### config.mk
export PLATFORM = sky130hd
export DESIGN_NAME = inode_block_allocator
export DESIGN_NICKNAME = d
export VERILOG_FILES = /design/src/design/iba_pkg.sv /design/src/design/iba_ram.sv /design/src/design/iba_block_map.sv /design/src/design/inode_block_allocator.sv
export SDC_FILE = /design/constraint.sdc
export NUM_CORES = 2
export LEC_CHECK = 0
export BUFFER_PORTS_ARGS = -buffer_cell sky130_fd_sc_hd__buf_2
export CAP_MARGIN = 40
export CORE_ASPECT_RATIO = 1.75
export CORE_MARGIN = 1
export CORE_UTILIZATION = 40
export CTS_CLUSTER_DIAMETER = 60
export DETAILED_ROUTE_END_ITERATION = 8
export GPL_TIMING_DRIVEN = 0
export PLACE_DENSITY = 0.62
export SYNTH_ARGS = -nofsm -noshare
export SYNTH_HDL_FRONTEND = slang
export SYNTH_HIERARCHICAL = 1
export SYNTH_SLANG_ARGS = --single-unit
### constraint.sdc
create_clock -name clk -period 18.6 [get_ports clk]
set_clock_uncertainty 0.15 [all_clocks]
set_input_delay 1.86 -clock clk [delete_from_list [all_inputs] [get_ports clk]]
set_output_delay 1.86 -clock clk [all_outputs]
set_load 0.02 [all_outputs]
### src/design/iba_pkg.sv
package iba_pkg;

	// Default sizes
	localparam int NUM_BLOCKS_DEF      = 128;
	localparam int NUM_ENTRIES_DEF     = 16;
	localparam int MAX_FILE_BLOCKS_DEF = 8;

	// Block map is stored as rows of this many blocks
	localparam int MAP_ROW_W = 16;
	localparam int MAP_BIT_W = 4;

	localparam int NAME_W = 64;

	localparam logic OP_CREATE = 1'b0;
	localparam logic OP_DELETE = 1'b1;

	typedef enum logic [2:0] {
		ST_OK         = 3'd0,
		ST_BAD_SIZE   = 3'd1,
		ST_EXISTS     = 3'd2,
		ST_NO_BLOCKS  = 3'd3,
		ST_TABLE_FULL = 3'd4,
		ST_NOT_FOUND  = 3'd5
	} status_t;

endpackage

### src/design/iba_ram.sv
module iba_ram
	import iba_pkg::*;
#(
	parameter int WIDTH = NAME_W,
	parameter int DEPTH = NUM_ENTRIES_DEF,
	localparam int AW = (DEPTH > 1) ? $clog2(DEPTH) : 1
) (
	input  logic             clk,
	input  logic             wr_en,
	input  logic [AW-1:0]    wr_addr,
	input  logic [WIDTH-1:0] wr_data,
	input  logic [AW-1:0]    rd_addr,
	output logic [WIDTH-1:0] rd_data
);

	logic [WIDTH-1:0] mem [DEPTH];
	logic [WIDTH-1:0] rd_data_q;

	always_ff @(posedge clk) begin
		if (wr_en) begin
			mem[wr_addr] <= wr_data;
		end
		rd_data_q <= mem[rd_addr];
	end

	assign rd_data = rd_data_q;

endmodule

### src/design/iba_block_map.sv
module iba_block_map
	import iba_pkg::*;
#(
	parameter int NUM_BLOCKS = NUM_BLOCKS_DEF,
	localparam int ROWS  = (NUM_BLOCKS + MAP_ROW_W - 1) / MAP_ROW_W,
	localparam int ROW_W = (ROWS > 1) ? $clog2(ROWS) : 1
) (
	input  logic                 clk,
	input  logic                 arst_n,
	input  logic [ROW_W-1:0]     rd_row,
	output logic [MAP_ROW_W-1:0] rd_bits,
	input  logic                 wr_en,
	input  logic [ROW_W-1:0]     wr_row,
	input  logic [MAP_ROW_W-1:0] wr_bits
);

	logic [MAP_ROW_W-1:0] mem [ROWS];
	logic [ROWS-1:0]      row_vld_q;
	logic [MAP_ROW_W-1:0] rd_data_q;
	logic [ROW_W-1:0]     rd_row_q;
	logic                 rd_vld_q;

	// Reset content of a row: block 0 reserved, blocks past the end taken
	function automatic logic [MAP_ROW_W-1:0] reset_bits(input logic [ROW_W-1:0] row);
		logic [ROW_W+MAP_BIT_W-1:0] g;
		logic [MAP_ROW_W-1:0]       b;
		b = '0;
		for (int i = 0; i < MAP_ROW_W; i++) begin
			g = {row, MAP_BIT_W'(i)};
			b[i] = (g == '0) || (32'(g) >= NUM_BLOCKS);
		end
		return b;
	endfunction

	always_ff @(posedge clk) begin
		if (wr_en) begin
			mem[wr_row] <= wr_bits;
		end
		rd_data_q <= mem[rd_row];
		rd_row_q  <= rd_row;
	end

	always_ff @(posedge clk or negedge arst_n) begin
		if (!arst_n) begin
			row_vld_q <= '0;
			rd_vld_q  <= 1'b0;
		end else begin
			rd_vld_q <= row_vld_q[rd_row];
			if (wr_en) begin
				row_vld_q[wr_row] <= 1'b1;
			end
		end
	end

	assign rd_bits = rd_vld_q ? rd_data_q : reset_bits(rd_row_q);

endmodule

### src/design/inode_block_allocator.sv
// Create: accept, name table scan, then a map row read per map row visited (a row
// found full moves on to the next) and one result per block handed out.
// Delete: accept, name table scan (ending early on a hit), then a pointer read, map
// read and map write per block freed, then the result. Errors: a bad size skips the scan.
// One request at a time; a stalled result holds the block. Reset: control, in-use and
// map row valid bits clear at once, free count set to NUM_BLOCKS - 1; no clearing pass.
module inode_block_allocator
	import iba_pkg::*;
#(
	parameter int NUM_BLOCKS      = NUM_BLOCKS_DEF,
	parameter int NUM_ENTRIES     = NUM_ENTRIES_DEF,
	parameter int MAX_FILE_BLOCKS = MAX_FILE_BLOCKS_DEF,
	localparam int CNT_W = $clog2(MAX_FILE_BLOCKS + 1),
	localparam int ENT_W = $clog2(NUM_ENTRIES),
	localparam int BLK_W = $clog2(NUM_BLOCKS)
) (
	input  logic              clk,
	input  logic              arst_n,
	input  logic              req_valid,
	output logic              req_stall,
	input  logic              opcode,
	input  logic [NAME_W-1:0] file_name,
	input  logic [CNT_W-1:0]  block_count,
	output logic              rsp_valid,
	input  logic              rsp_stall,
	output logic [2:0]        status,
	output logic [ENT_W-1:0]  entry_index,
	output logic [BLK_W-1:0]  block_index,
	output logic              last_result
);

	localparam int MAP_ROWS = (NUM_BLOCKS + MAP_ROW_W - 1) / MAP_ROW_W;
	localparam int ROW_W    = (MAP_ROWS > 1) ? $clog2(MAP_ROWS) : 1;
	localparam int KW       = (MAX_FILE_BLOCKS > 1) ? $clog2(MAX_FILE_BLOCKS) : 1;
	localparam int FULL_W   = ROW_W + MAP_BIT_W;
	localparam int PTR_DEPTH = NUM_ENTRIES * (2 ** KW);

	typedef enum logic [8:0] {
		S_IDLE  = 9'b000000001,
		S_SCAN  = 9'b000000010,
		S_A_RD  = 9'b000000100,
		S_A_WT  = 9'b000001000,
		S_A_BIT = 9'b000010000,
		S_D_PRD = 9'b000100000,
		S_D_MRD = 9'b001000000,
		S_D_MWR = 9'b010000000,
		S_DONE  = 9'b100000000
	} state_t;

	state_t state_q;

	// Request registers
	logic              op_q;
	logic [NAME_W-1:0] name_q;
	logic [CNT_W-1:0]  count_q;

	// Scan pipeline
	logic [ENT_W:0]    scan_idx_q;
	logic              cmp_vld_s1;
	logic [ENT_W-1:0]  cmp_idx_s1;
	logic              free_vld_q;
	logic [ENT_W-1:0]  free_idx_q;

	// Working registers
	logic [ENT_W-1:0]     ent_q;
	logic [CNT_W-1:0]     size_q;
	logic [CNT_W-1:0]     k_q;
	logic [ROW_W-1:0]     row_q;
	logic [MAP_ROW_W-1:0] bits_q;
	logic [ROW_W-1:0]     prow_q;
	logic [MAP_BIT_W-1:0] pbit_q;
	logic [BLK_W-1:0]     free_cnt_q;
	logic [NUM_ENTRIES-1:0] in_use_q;

	status_t           res_status_q;
	logic [ENT_W-1:0]  res_entry_q;

	// Output register
	logic              rsp_valid_q;
	status_t           status_q;
	logic [ENT_W-1:0]  entry_q;
	logic [BLK_W-1:0]  block_q;
	logic              last_q;

	// Memory ports
	logic [NAME_W+CNT_W-1:0] name_rdata;
	logic                    name_we;
	logic [BLK_W-1:0]        ptr_rd;
	logic [ENT_W+KW-1:0]     ptr_addr;
	logic [MAP_ROW_W-1:0]    map_rd_bits;
	logic [ROW_W-1:0]        map_rd_row;
	logic                    map_we;
	logic [ROW_W-1:0]        map_wr_row;
	logic [MAP_ROW_W-1:0]    map_wr_bits;

	// Datapath
	logic                 out_rdy;
	logic                 issue;
	logic [ENT_W-1:0]     scan_ent;
	logic                 hit;
	logic                 scan_last;
	logic                 short_blocks;
	logic [MAP_BIT_W-1:0] zbit;
	logic [MAP_ROW_W-1:0] nbits;
	logic [FULL_W-1:0]    blk_full;
	logic [FULL_W-1:0]    ptr_ext;
	logic                 row_full;
	logic                 alloc_fire;
	logic                 last_blk;
	logic                 del_last;

	always_comb begin
		out_rdy      = !rsp_valid_q || !rsp_stall;
		issue        = (state_q == S_SCAN) && (scan_idx_q < (ENT_W+1)'(NUM_ENTRIES));
		scan_ent     = scan_idx_q[ENT_W-1:0];
		// Match only entries in use; the all-zero name is an ordinary name
		hit          = cmp_vld_s1 && in_use_q[cmp_idx_s1]
		               && (name_rdata[NAME_W-1:0] == name_q);
		scan_last    = cmp_vld_s1 && (cmp_idx_s1 == ENT_W'(NUM_ENTRIES - 1));
		short_blocks = 32'(free_cnt_q) < 32'(count_q);

		// Lowest free block in the current row
		zbit = '0;
		for (int i = MAP_ROW_W - 1; i >= 0; i--) begin
			if (!bits_q[i]) begin
				zbit = MAP_BIT_W'(i);
			end
		end
		nbits    = bits_q | (MAP_ROW_W'(1) << zbit);
		blk_full = {row_q, zbit};
		ptr_ext  = FULL_W'(ptr_rd);
		row_full = &bits_q;

		alloc_fire = (state_q == S_A_BIT) && !row_full && out_rdy;
		last_blk   = (CNT_W'(k_q + CNT_W'(1)) == count_q);
		del_last   = (CNT_W'(k_q + CNT_W'(1)) == size_q);

		name_we = (state_q == S_SCAN) && !hit && scan_last && (op_q == OP_CREATE)
		          && !short_blocks && free_vld_q;
		ptr_addr = {ent_q, k_q[KW-1:0]};

		map_rd_row  = (state_q == S_D_MRD) ? ptr_ext[FULL_W-1:MAP_BIT_W] : row_q;
		map_we      = (alloc_fire && (last_blk || (&nbits))) || (state_q == S_D_MWR);
		map_wr_row  = (state_q == S_D_MWR) ? prow_q : row_q;
		map_wr_bits = (state_q == S_D_MWR) ? (map_rd_bits & ~(MAP_ROW_W'(1) << pbit_q))
		                                   : nbits;
	end

	iba_ram #(
		.WIDTH (NAME_W + CNT_W),
		.DEPTH (NUM_ENTRIES)
	) u_name_tbl (
		.clk     (clk),
		.wr_en   (name_we),
		.wr_addr (free_idx_q),
		.wr_data ({count_q, name_q}),
		.rd_addr (scan_ent),
		.rd_data (name_rdata)
	);

	iba_ram #(
		.WIDTH (BLK_W),
		.DEPTH (PTR_DEPTH)
	) u_ptr_tbl (
		.clk     (clk),
		.wr_en   (alloc_fire),
		.wr_addr (ptr_addr),
		.wr_data (blk_full[BLK_W-1:0]),
		.rd_addr (ptr_addr),
		.rd_data (ptr_rd)
	);

	iba_block_map #(
		.NUM_BLOCKS (NUM_BLOCKS)
	) u_map (
		.clk     (clk),
		.arst_n  (arst_n),
		.rd_row  (map_rd_row),
		.rd_bits (map_rd_bits),
		.wr_en   (map_we),
		.wr_row  (map_wr_row),
		.wr_bits (map_wr_bits)
	);

	// Sequencer
	always_ff @(posedge clk or negedge arst_n) begin
		if (!arst_n) begin
			state_q      <= S_IDLE;
			op_q         <= OP_CREATE;
			name_q       <= '0;
			count_q      <= '0;
			scan_idx_q   <= '0;
			cmp_vld_s1   <= 1'b0;
			cmp_idx_s1   <= '0;
			free_vld_q   <= 1'b0;
			free_idx_q   <= '0;
			ent_q        <= '0;
			size_q       <= '0;
			k_q          <= '0;
			row_q        <= '0;
			bits_q       <= '0;
			prow_q       <= '0;
			pbit_q       <= '0;
			free_cnt_q   <= BLK_W'(NUM_BLOCKS - 1);
			in_use_q     <= '0;
			res_status_q <= ST_OK;
			res_entry_q  <= '0;
		end else begin
			case (state_q)
				S_IDLE: begin
					if (req_valid) begin
						op_q       <= opcode;
						name_q     <= file_name;
						count_q    <= block_count;
						scan_idx_q <= '0;
						cmp_vld_s1 <= 1'b0;
						free_vld_q <= 1'b0;
						k_q        <= '0;
						row_q      <= '0;
						res_entry_q <= '0;
						// Size check needs no table access
						if ((opcode == OP_CREATE) && ((block_count == '0)
						    || (block_count > CNT_W'(MAX_FILE_BLOCKS)))) begin
							res_status_q <= ST_BAD_SIZE;
							state_q      <= S_DONE;
						end else begin
							state_q <= S_SCAN;
						end
					end
				end
				S_SCAN: begin
					// Issue one table read per cycle, compare in the cycle after
					cmp_vld_s1 <= issue;
					cmp_idx_s1 <= scan_ent;
					if (issue) begin
						scan_idx_q <= scan_idx_q + 1'b1;
						if (!free_vld_q && !in_use_q[scan_ent]) begin
							free_vld_q <= 1'b1;
							free_idx_q <= scan_ent;
						end
					end
					if (hit) begin
						if (op_q == OP_CREATE) begin
							res_status_q <= ST_EXISTS;
							state_q      <= S_DONE;
						end else begin
							ent_q   <= cmp_idx_s1;
							size_q  <= name_rdata[NAME_W +: CNT_W];
							state_q <= S_D_PRD;
						end
					end else if (scan_last) begin
						if (op_q == OP_DELETE) begin
							res_status_q <= ST_NOT_FOUND;
							state_q      <= S_DONE;
						end else if (short_blocks) begin
							res_status_q <= ST_NO_BLOCKS;
							state_q      <= S_DONE;
						end else if (!free_vld_q) begin
							res_status_q <= ST_TABLE_FULL;
							state_q      <= S_DONE;
						end else begin
							// Claim the entry; the name table write happens now too
							in_use_q[free_idx_q] <= 1'b1;
							ent_q   <= free_idx_q;
							state_q <= S_A_RD;
						end
					end
				end
				S_A_RD: begin
					state_q <= S_A_WT;
				end
				S_A_WT: begin
					bits_q  <= map_rd_bits;
					state_q <= S_A_BIT;
				end
				S_A_BIT: begin
					if (row_full) begin
						row_q   <= ROW_W'(row_q + 1'b1);
						state_q <= S_A_RD;
					end else if (out_rdy) begin
						k_q        <= CNT_W'(k_q + CNT_W'(1));
						free_cnt_q <= BLK_W'(free_cnt_q - 1'b1);
						if (last_blk) begin
							state_q <= S_IDLE;
						end else if (&nbits) begin
							row_q   <= ROW_W'(row_q + 1'b1);
							state_q <= S_A_RD;
						end else begin
							bits_q <= nbits;
						end
					end
				end
				S_D_PRD: begin
					state_q <= S_D_MRD;
				end
				S_D_MRD: begin
					prow_q  <= ptr_ext[FULL_W-1:MAP_BIT_W];
					pbit_q  <= ptr_ext[MAP_BIT_W-1:0];
					state_q <= S_D_MWR;
				end
				S_D_MWR: begin
					free_cnt_q <= BLK_W'(free_cnt_q + 1'b1);
					k_q        <= CNT_W'(k_q + CNT_W'(1));
					if (del_last) begin
						in_use_q[ent_q] <= 1'b0;
						res_status_q    <= ST_OK;
						res_entry_q     <= ent_q;
						state_q         <= S_DONE;
					end else begin
						state_q <= S_D_PRD;
					end
				end
				S_DONE: begin
					if (out_rdy) begin
						state_q <= S_IDLE;
					end
				end
				default: begin
					state_q <= S_IDLE;
				end
			endcase
		end
	end

	// Output register: load a result when free or being taken, drop it once taken
	always_ff @(posedge clk or negedge arst_n) begin
		if (!arst_n) begin
			rsp_valid_q <= 1'b0;
			status_q    <= ST_OK;
			entry_q     <= '0;
			block_q     <= '0;
			last_q      <= 1'b0;
		end else begin
			if (alloc_fire) begin
				rsp_valid_q <= 1'b1;
				status_q    <= ST_OK;
				entry_q     <= ent_q;
				block_q     <= blk_full[BLK_W-1:0];
				last_q      <= last_blk;
			end else if ((state_q == S_DONE) && out_rdy) begin
				rsp_valid_q <= 1'b1;
				status_q    <= res_status_q;
				entry_q     <= res_entry_q;
				block_q     <= '0;
				last_q      <= 1'b1;
			end else if (!rsp_stall) begin
				rsp_valid_q <= 1'b0;
			end
		end
	end

	assign req_stall   = (state_q != S_IDLE);
	assign rsp_valid   = rsp_valid_q;
	assign status      = status_q;
	assign entry_index = entry_q;
	assign block_index = block_q;
	assign last_result = last_q;

`ifndef ASSERT_OFF
	a_free_cnt_range: assert property (@(posedge clk) disable iff (!arst_n)
		32'(free_cnt_q) < NUM_BLOCKS)
		else $error("free block count out of range");

	a_err_result: assert property (@(posedge clk) disable iff (!arst_n)
		rsp_valid_q && (status_q != ST_OK) |-> last_q && (entry_q == '0) && (block_q == '0))
		else $error("error result not single or not zeroed");

	a_alloc_block: assert property (@(posedge clk) disable iff (!arst_n)
		alloc_fire |-> (blk_full != '0) && !bits_q[zbit]
		&& (32'(blk_full) < NUM_BLOCKS))
		else $error("allocated a reserved, taken or out-of-range block");

	a_busy_after_accept: assert property (@(posedge clk) disable iff (!arst_n)
		req_valid && !req_stall |=> req_stall)
		else $error("request accepted without going busy");
`endif

endmodule

* Word level (Yosys, flattened, before mapping) *
Memory sizes are Yosys's and may differ from the RTL's. A register that Yosys moved wholly into a read port is not among the register bits.
Cells that the tools add are included.

word-level totals
  memories = 3
  word-level logic and storage cells = 273
  memory bits (writable) = 2112
  flip-flop bits (word level) = 189
  output and inout port bits = 17

memory list
  name            depth  width  rd ports  clocked after memory_dff  write ports  RTL line             source
  u_name_tbl.mem  16     68     1         1                         1            iba_ram.sv:16        logic [WIDTH-1:0] mem [DEPTH];
  u_ptr_tbl.mem   128    7      1         1                         1            iba_ram.sv:16
  u_map.mem       8      16     1         1                         1            iba_block_map.sv:17  logic [MAP_ROW_W-1:0] mem [ROWS];

cells by class
  $add $sub $neg = 5
  equal/unequal tests = 41
  bitwise operators = 9
  order comparisons = 12
  reduce and logical (&&, ||, !) cells = 58
  shift operators = 2
  multiplexer cells = 115

operators with widths
  kind                                                                   count
  16-bit two-way mux                                                     12
  9-bit two-way mux                                                      14
  4-bit two-way mux                                                      28
  9-bit case mux with 9 select lines                                     1
  64-bit equality test                                                   1
  16-bit case mux with 2 select lines                                    2
  3-bit two-way mux                                                      18
  16-bit AND                                                             2
  16-bit inverter                                                        2
  16-bit OR                                                              2
  16-bit AND reduction                                                   2
  1-bit by 4-bit << shifter with 16-bit output (first input constant)    2
  2-bit inequality test (second input constant)                          15
  7-bit two-way mux                                                      4
  4-bit by 5-bit < comparator with 1-bit output (second input constant)  4
  1-bit two-way mux                                                      20
  1-bit logical AND                                                      18
  3-bit inequality test (second input constant)                          6
  2-bit nonzero test                                                     8
  3-bit AND reduction                                                    5
  5-bit AND reduction                                                    3
  7-bit case mux with 2 select lines                                     1
  7-bit AND reduction                                                    2
  4-bit case mux with 3 select lines                                     1
  48 further kinds                                                       69

* Logic depth before layout (Yosys ltp) *
  depth after elaboration = 24
  depth in mapped cells = 14
  mapped depth without buffers = 12

* Hierarchy *
The synthesis kept the hierarchy.

modules (own cells, without submodules)
  module                 cells each  area an instance (sq um)  times used
  iba_ram (u_name_tbl)   1750        41980.3                   1
  iba_ram (u_ptr_tbl)    1453        34807.1                   1
  inode_block_allocator  1031        9681.8                    1
  iba_block_map          259         5831.8                    1

* Worst setup path before layout *
Ideal clock, no wire load.

  path type = flip-flop to flip-flop
  start point = reg bits_q[8]
  end point = mem u_map.mem[0][0] (enable)
  arrival = 7.369 ns
  setup time = 0.438 ns
  stages on the path, launching flop included = 11
  period minus slack after synthesis = 7.957 ns
  path slack = 10.643 ns
  cell sequence = dfrtp_1 buf_2 and4_1 a21oi_1 nor2_1 a31oi_1 or4_4 nor2_4 a31oi_1 o21ai_0 nor4b_1

on the way
  word-level cells in the longest chain between the ends = 17

RTL lines
  what                                          RTL line                      source
  start: declaration                            inode_block_allocator.sv:69   logic [MAP_ROW_W-1:0] bits_q;
  start signal: assignment                      inode_block_allocator.sv:273  bits_q <= map_rd_bits;
  start signal: assignment                      inode_block_allocator.sv:289  bits_q <= nbits;
  4-bit two-way mux (9 in series)               inode_block_allocator.sv:125  if (!bits_q[i]) begin
  named net zbit[2]                             inode_block_allocator.sv:103  logic [MAP_BIT_W-1:0] zbit;
  1-bit by 4-bit << shifter with 16-bit output  inode_block_allocator.sv:129  nbits = bits_q | (MAP_ROW_W'(1) << zbit);
  16-bit OR                                     inode_block_allocator.sv:129
  16-bit AND reduction                          inode_block_allocator.sv:143  map_we = (alloc_fire && (last_blk || (&nbits))) || (state_q == S_D_MWR);
  1-bit logical OR                              inode_block_allocator.sv:143
  1-bit logical AND                             inode_block_allocator.sv:143
  1-bit logical OR                              inode_block_allocator.sv:143
  named net map_we                              inode_block_allocator.sv:92   logic map_we;
  1-bit two-way mux                             iba_block_map.sv:36           if (wr_en) begin
  1-bit two-way mux (implied by the code)       iba_block_map.sv:37           mem[wr_row] <= wr_bits;
  end: declaration                              iba_block_map.sv:17

The timed path passes the listed nets, and every way through them passes these cells.

* Worst setup path after layout *
  start point = reg name_q[5]
  end point = mem u_name_tbl/mem[0][42] (netlist name) (enable)

on the way
  word-level cells in the longest chain between the ends = 10

RTL lines
  what                                     RTL line                      source
  start: declaration                       inode_block_allocator.sv:54   logic [NAME_W-1:0] name_q;
  start signal: assignment                 inode_block_allocator.sv:213  name_q <= file_name;
  64-bit equality test                     inode_block_allocator.sv:118  && (name_rdata[NAME_W-1:0] == name_q);
  1-bit logical AND                        inode_block_allocator.sv:118
  1-bit logical NOT                        inode_block_allocator.sv:138  name_we = (state_q == S_SCAN) && !hit && scan_last && (op_q == OP_CREATE)
  1-bit logical AND (3 in series)          inode_block_allocator.sv:138
  1-bit logical AND (2 in series)          inode_block_allocator.sv:139  && !short_blocks && free_vld_q;
  named net name_we                        inode_block_allocator.sv:87   logic name_we;
  1-bit two-way mux                        iba_ram.sv:20                 if (wr_en) begin
  1-bit two-way mux (implied by the code)  iba_ram.sv:21                 mem[wr_addr] <= wr_data;
  end: declaration                         iba_ram.sv:16

The timed path passes the listed nets, and every way through them passes these cells.

==> metrics.cfg <==
[outcome]
status = complete, no violations

[grt]
met2_usage_pct = 38.88
grt_max_degree = 91
grtUsageMet1_pct = 21.96
grt_util_all_layers_pct = 20.77
use_met3_pct = 2.694
overflow = 0
grt_pass1_wl_mm = 345.9
top_usage_layer = met2
first_global_vias = 49100
grt_antenna_before_repair = 4

[synthesis]
avgSynthCellArea_sq_um = 20.54
synth_ff_type = edfxtp_1
synth_seq_cells = 2392
yosysSeqAreaShare_pct = 75.80
netlist_area_sq_mm = 0.09230
yosys_warnings = 6
syn_inst = 4493
ys_async_sr_fraction_pct = 7.776
synth-edff-count = 2112
syn_nets = 4578
yosysUniqueCellTypes = 94

[detailed_routing]
wl_mm = 242.0
vias = 46430
drt_pre_antenna_iters = 6
via_per_inst = 5.658
drc = 0
wl_per_cell_um = 29.48
ant_nets = 0
first_iter_violations = 4163

[cts]
root_buffer = clkbuf_16
htreeDepth = 4
hold_buffers = 0
clock_sinks = 2392
cts_tree = done
cts_buffer_depth = 4
clkTransAtPathRegs_ns = 0.07
cts_buffers = 210
cts_resized = 0
postCtsSetupBuffers = 0
clk_latency_ns = 0.87

[layout]
fin_cells = 8207
multiInputGateArea_sq_mm = 0.02138
post-route-cell-area_sq_mm = 0.1066
final_nets = 5081
fillers = 19100
final_core_util_pct = 46.59
drive_gt1_share_pct = 27.27
area_growth_pct = 15.45
seqCellArea_sq_mm = 0.06998

[placed_design]
place_area_sq_mm = 0.09970
io_buffer_count = 89
gp_congestion = 0.8880
dp_cells = 7825
post-dp-hpwl_mm = 169.9

[critical_path]
cp.required_ns = 19.01
arrival_ns = 6.16
worstSetupEndpointType = flop
path_class = flop to flop
r2r_end = u_name_tbl/mem[0][42]$_DFFE_PP_
startpoint_type = flop
path_max_fanout = 18
r2r_slack_ns = 12.85
worstReg2RegStart = name_q[5]$_DFFE_PN0P_
reg2regPathDepth = 14

[timing]
tightest_slew_ns = 0.9640
fmax_mhz = 173.9
relSlewSlack_pct = 35.51
grt_setup_unrepaired = no
drv_slew = 0
setup_viol = 0
finalSetupTns_ns = 0
final.min_clock_period_ns = 5.749
period_share_pct = 30.91
hold_viol = 0

[die]
die-area_sq_mm = 0.2328
fp.coreArea_sq_mm = 0.2287
die_w_um = 365.1
ios = 90
initial_core_util_pct = 40.35
die_y_um = 637.5
rows = 232

[hold_path]
min_from = u_ptr_tbl/rd_data[2]$_DFF_P_
whs_endpoint = pbit_q[2]$_DFFE_PN0N_
hold_depth = 1
hold_class = flop to flop

[power_and_ir_drop]
ir_drop_mv = 0.07705
p_leak_nw = 34.91
powerDensity_mw_per_mm2 = 118.8
p_total_w = 0.01266

[job]
cap_violations = 0

## report_power, final
group | leakage [nW] | switching, W | internal, W
logic | 8.54 | 0.000925 | 0.000596
registers | 23.0 | 0.000405 | 0.00634
clock network | 3.36 | 0.00193 | 0.00247
## critical path: stages (launching register included)
cell and delay (ns):
dfrtp_1 0.72, xor2_1 0.75, nor4_2 0.16, buf_4 0.23
nand3_1 0.19, nor4_1 0.09, nand4_2 0.31, nand2_2 0.19
nor3_4 0.42, or3b_2 0.61, nor3_2 0.74, buf_6 0.23
buf_4 0.22, buf_6 0.18, buf_4 0.22
## how the worst max path moves through the flow
stage | slack, ns | cells after the start | startpoint | end
2_1_floorplan | 10.64 | 10 | bits_q[8]$_DFFE_PN0P_ | u_map/mem[0][0]$_DFFE_PP_
3_3_place_gp | 1.92 | 9 | name_q[42]$_DFFE_PN0P_ | u_name_tbl/mem[8][20]$_DFFE_PP_
3_5_place_dp | 13.07 | 14 | name_q[5]$_DFFE_PN0P_ | u_name_tbl/mem[0][42]$_DFFE_PP_
4_1_cts | 13.04 | 14 | name_q[5]$_DFFE_PN0P_ | u_name_tbl/mem[0][42]$_DFFE_PP_
5_1_grt | 12.88 | 14 | name_q[5]$_DFFE_PN0P_ | u_name_tbl/mem[0][42]$_DFFE_PP_
6_report | 12.85 | 14 | name_q[5]$_DFFE_PN0P_ | u_name_tbl/mem[0][42]$_DFFE_PP_
## routing by layer
metal,wire [um],part of all wire [%]
met1,80540,33
met2,133100,55
met3,12380,5.1
met4,15920,6.6
met5,20,0.0083
## synth_stat cells (19+ instances only)
cell	instances	area share (%)
xor2_1	34	0.32
nand2_1	342	1.4
buf_4	26	0.21
nand2b_1	22	0.15
edfxtp_1	2112	69
a21oi_1	33	0.18
buf_2	39	0.21
inv_1	33	0.13
mux4_2	585	14
a22oi_1	136	1.1
nor3_1	26	0.14
mux4_1	25	0.71
nand3_1	23	0.12
dfrtp_1	178	4.8
nor2_1	194	0.79
and2_1	21	0.14
buf_1	19	0.077
o21ai_0	78	0.42
dfxtp_1	94	2.0
clkbuf_1	131	0.53
xnor2_1	34	0.32
mux2_2	58	0.71
## cell families after synthesis
group	after synthesis	share of synthesized area, %
mux	673	15.77
fa+ha+maj	12	0.1708
xor+xnor	68	0.6453
flops	2392	75.80
compound gates	356	2.700
buf+inv	257	1.269
simple gates	735	3.642
## layout make-up
class	instances	area share [%]
clock buffer	280	5.438
inverter	34	0.1221
timing repair buffer	291	3.157
buffer	223	0.9804
multi-input combinational	1844	20.07
sequential	2392	65.67
clock inverter	100	0.9933
tap	3042	3.572
antenna	1	0.002348
## through the flow
| stage | hold slack (ns) | setup WS [ns] |
|---|---|---|
| after floorplan | 0.2783 | 10.64 |
| final | 0.3081 | 12.85 |
| after global placement | 0.2895 | 1.921 |
| after global routing | 0.3218 | 12.88 |
| after CTS | 0.3083 | 13.04 |
| after detailed placement | 0.3003 | 13.07 |
## flip-flops by register name, indices dropped and copies added (netlist names), 5 cells and up
name,cells
u_name_tbl/mem,1088
u_ptr_tbl/mem,896
u_map/mem,128
u_name_tbl/rd_data,68
name_q,64
bits_q,16
in_use_q,16
u_map/rd_data_q,16
state_q,9
u_map/row_vld_q,8
block_index,7
free_cnt_q,7
u_ptr_tbl/rd_data,7
scan_idx_q,5
## cell usage in the layout (no fill, tap or decap), types with 21 or more instances in the layout
cell type	count
a21oi_1	33
a22oi_1	136
and2_1	21
buf_12	36
buf_16	30
buf_2	136
buf_4	77
buf_6	63
buf_8	22
clkbuf_1	178
clkbuf_16	215
clkinv_1	26
clkinv_2	38
dfrtp_1	175
dfxtp_1	94
edfxtp_1	2112
inv_1	32
mux2_2	58
mux4_1	25
mux4_2	585
nand2_1	342
nand2b_1	22
nand3_1	23
nor2_1	179
o21ai_0	78
xnor2_1	34
xor2_1	33
Note: power is estimated with default switching activity, not from simulation.
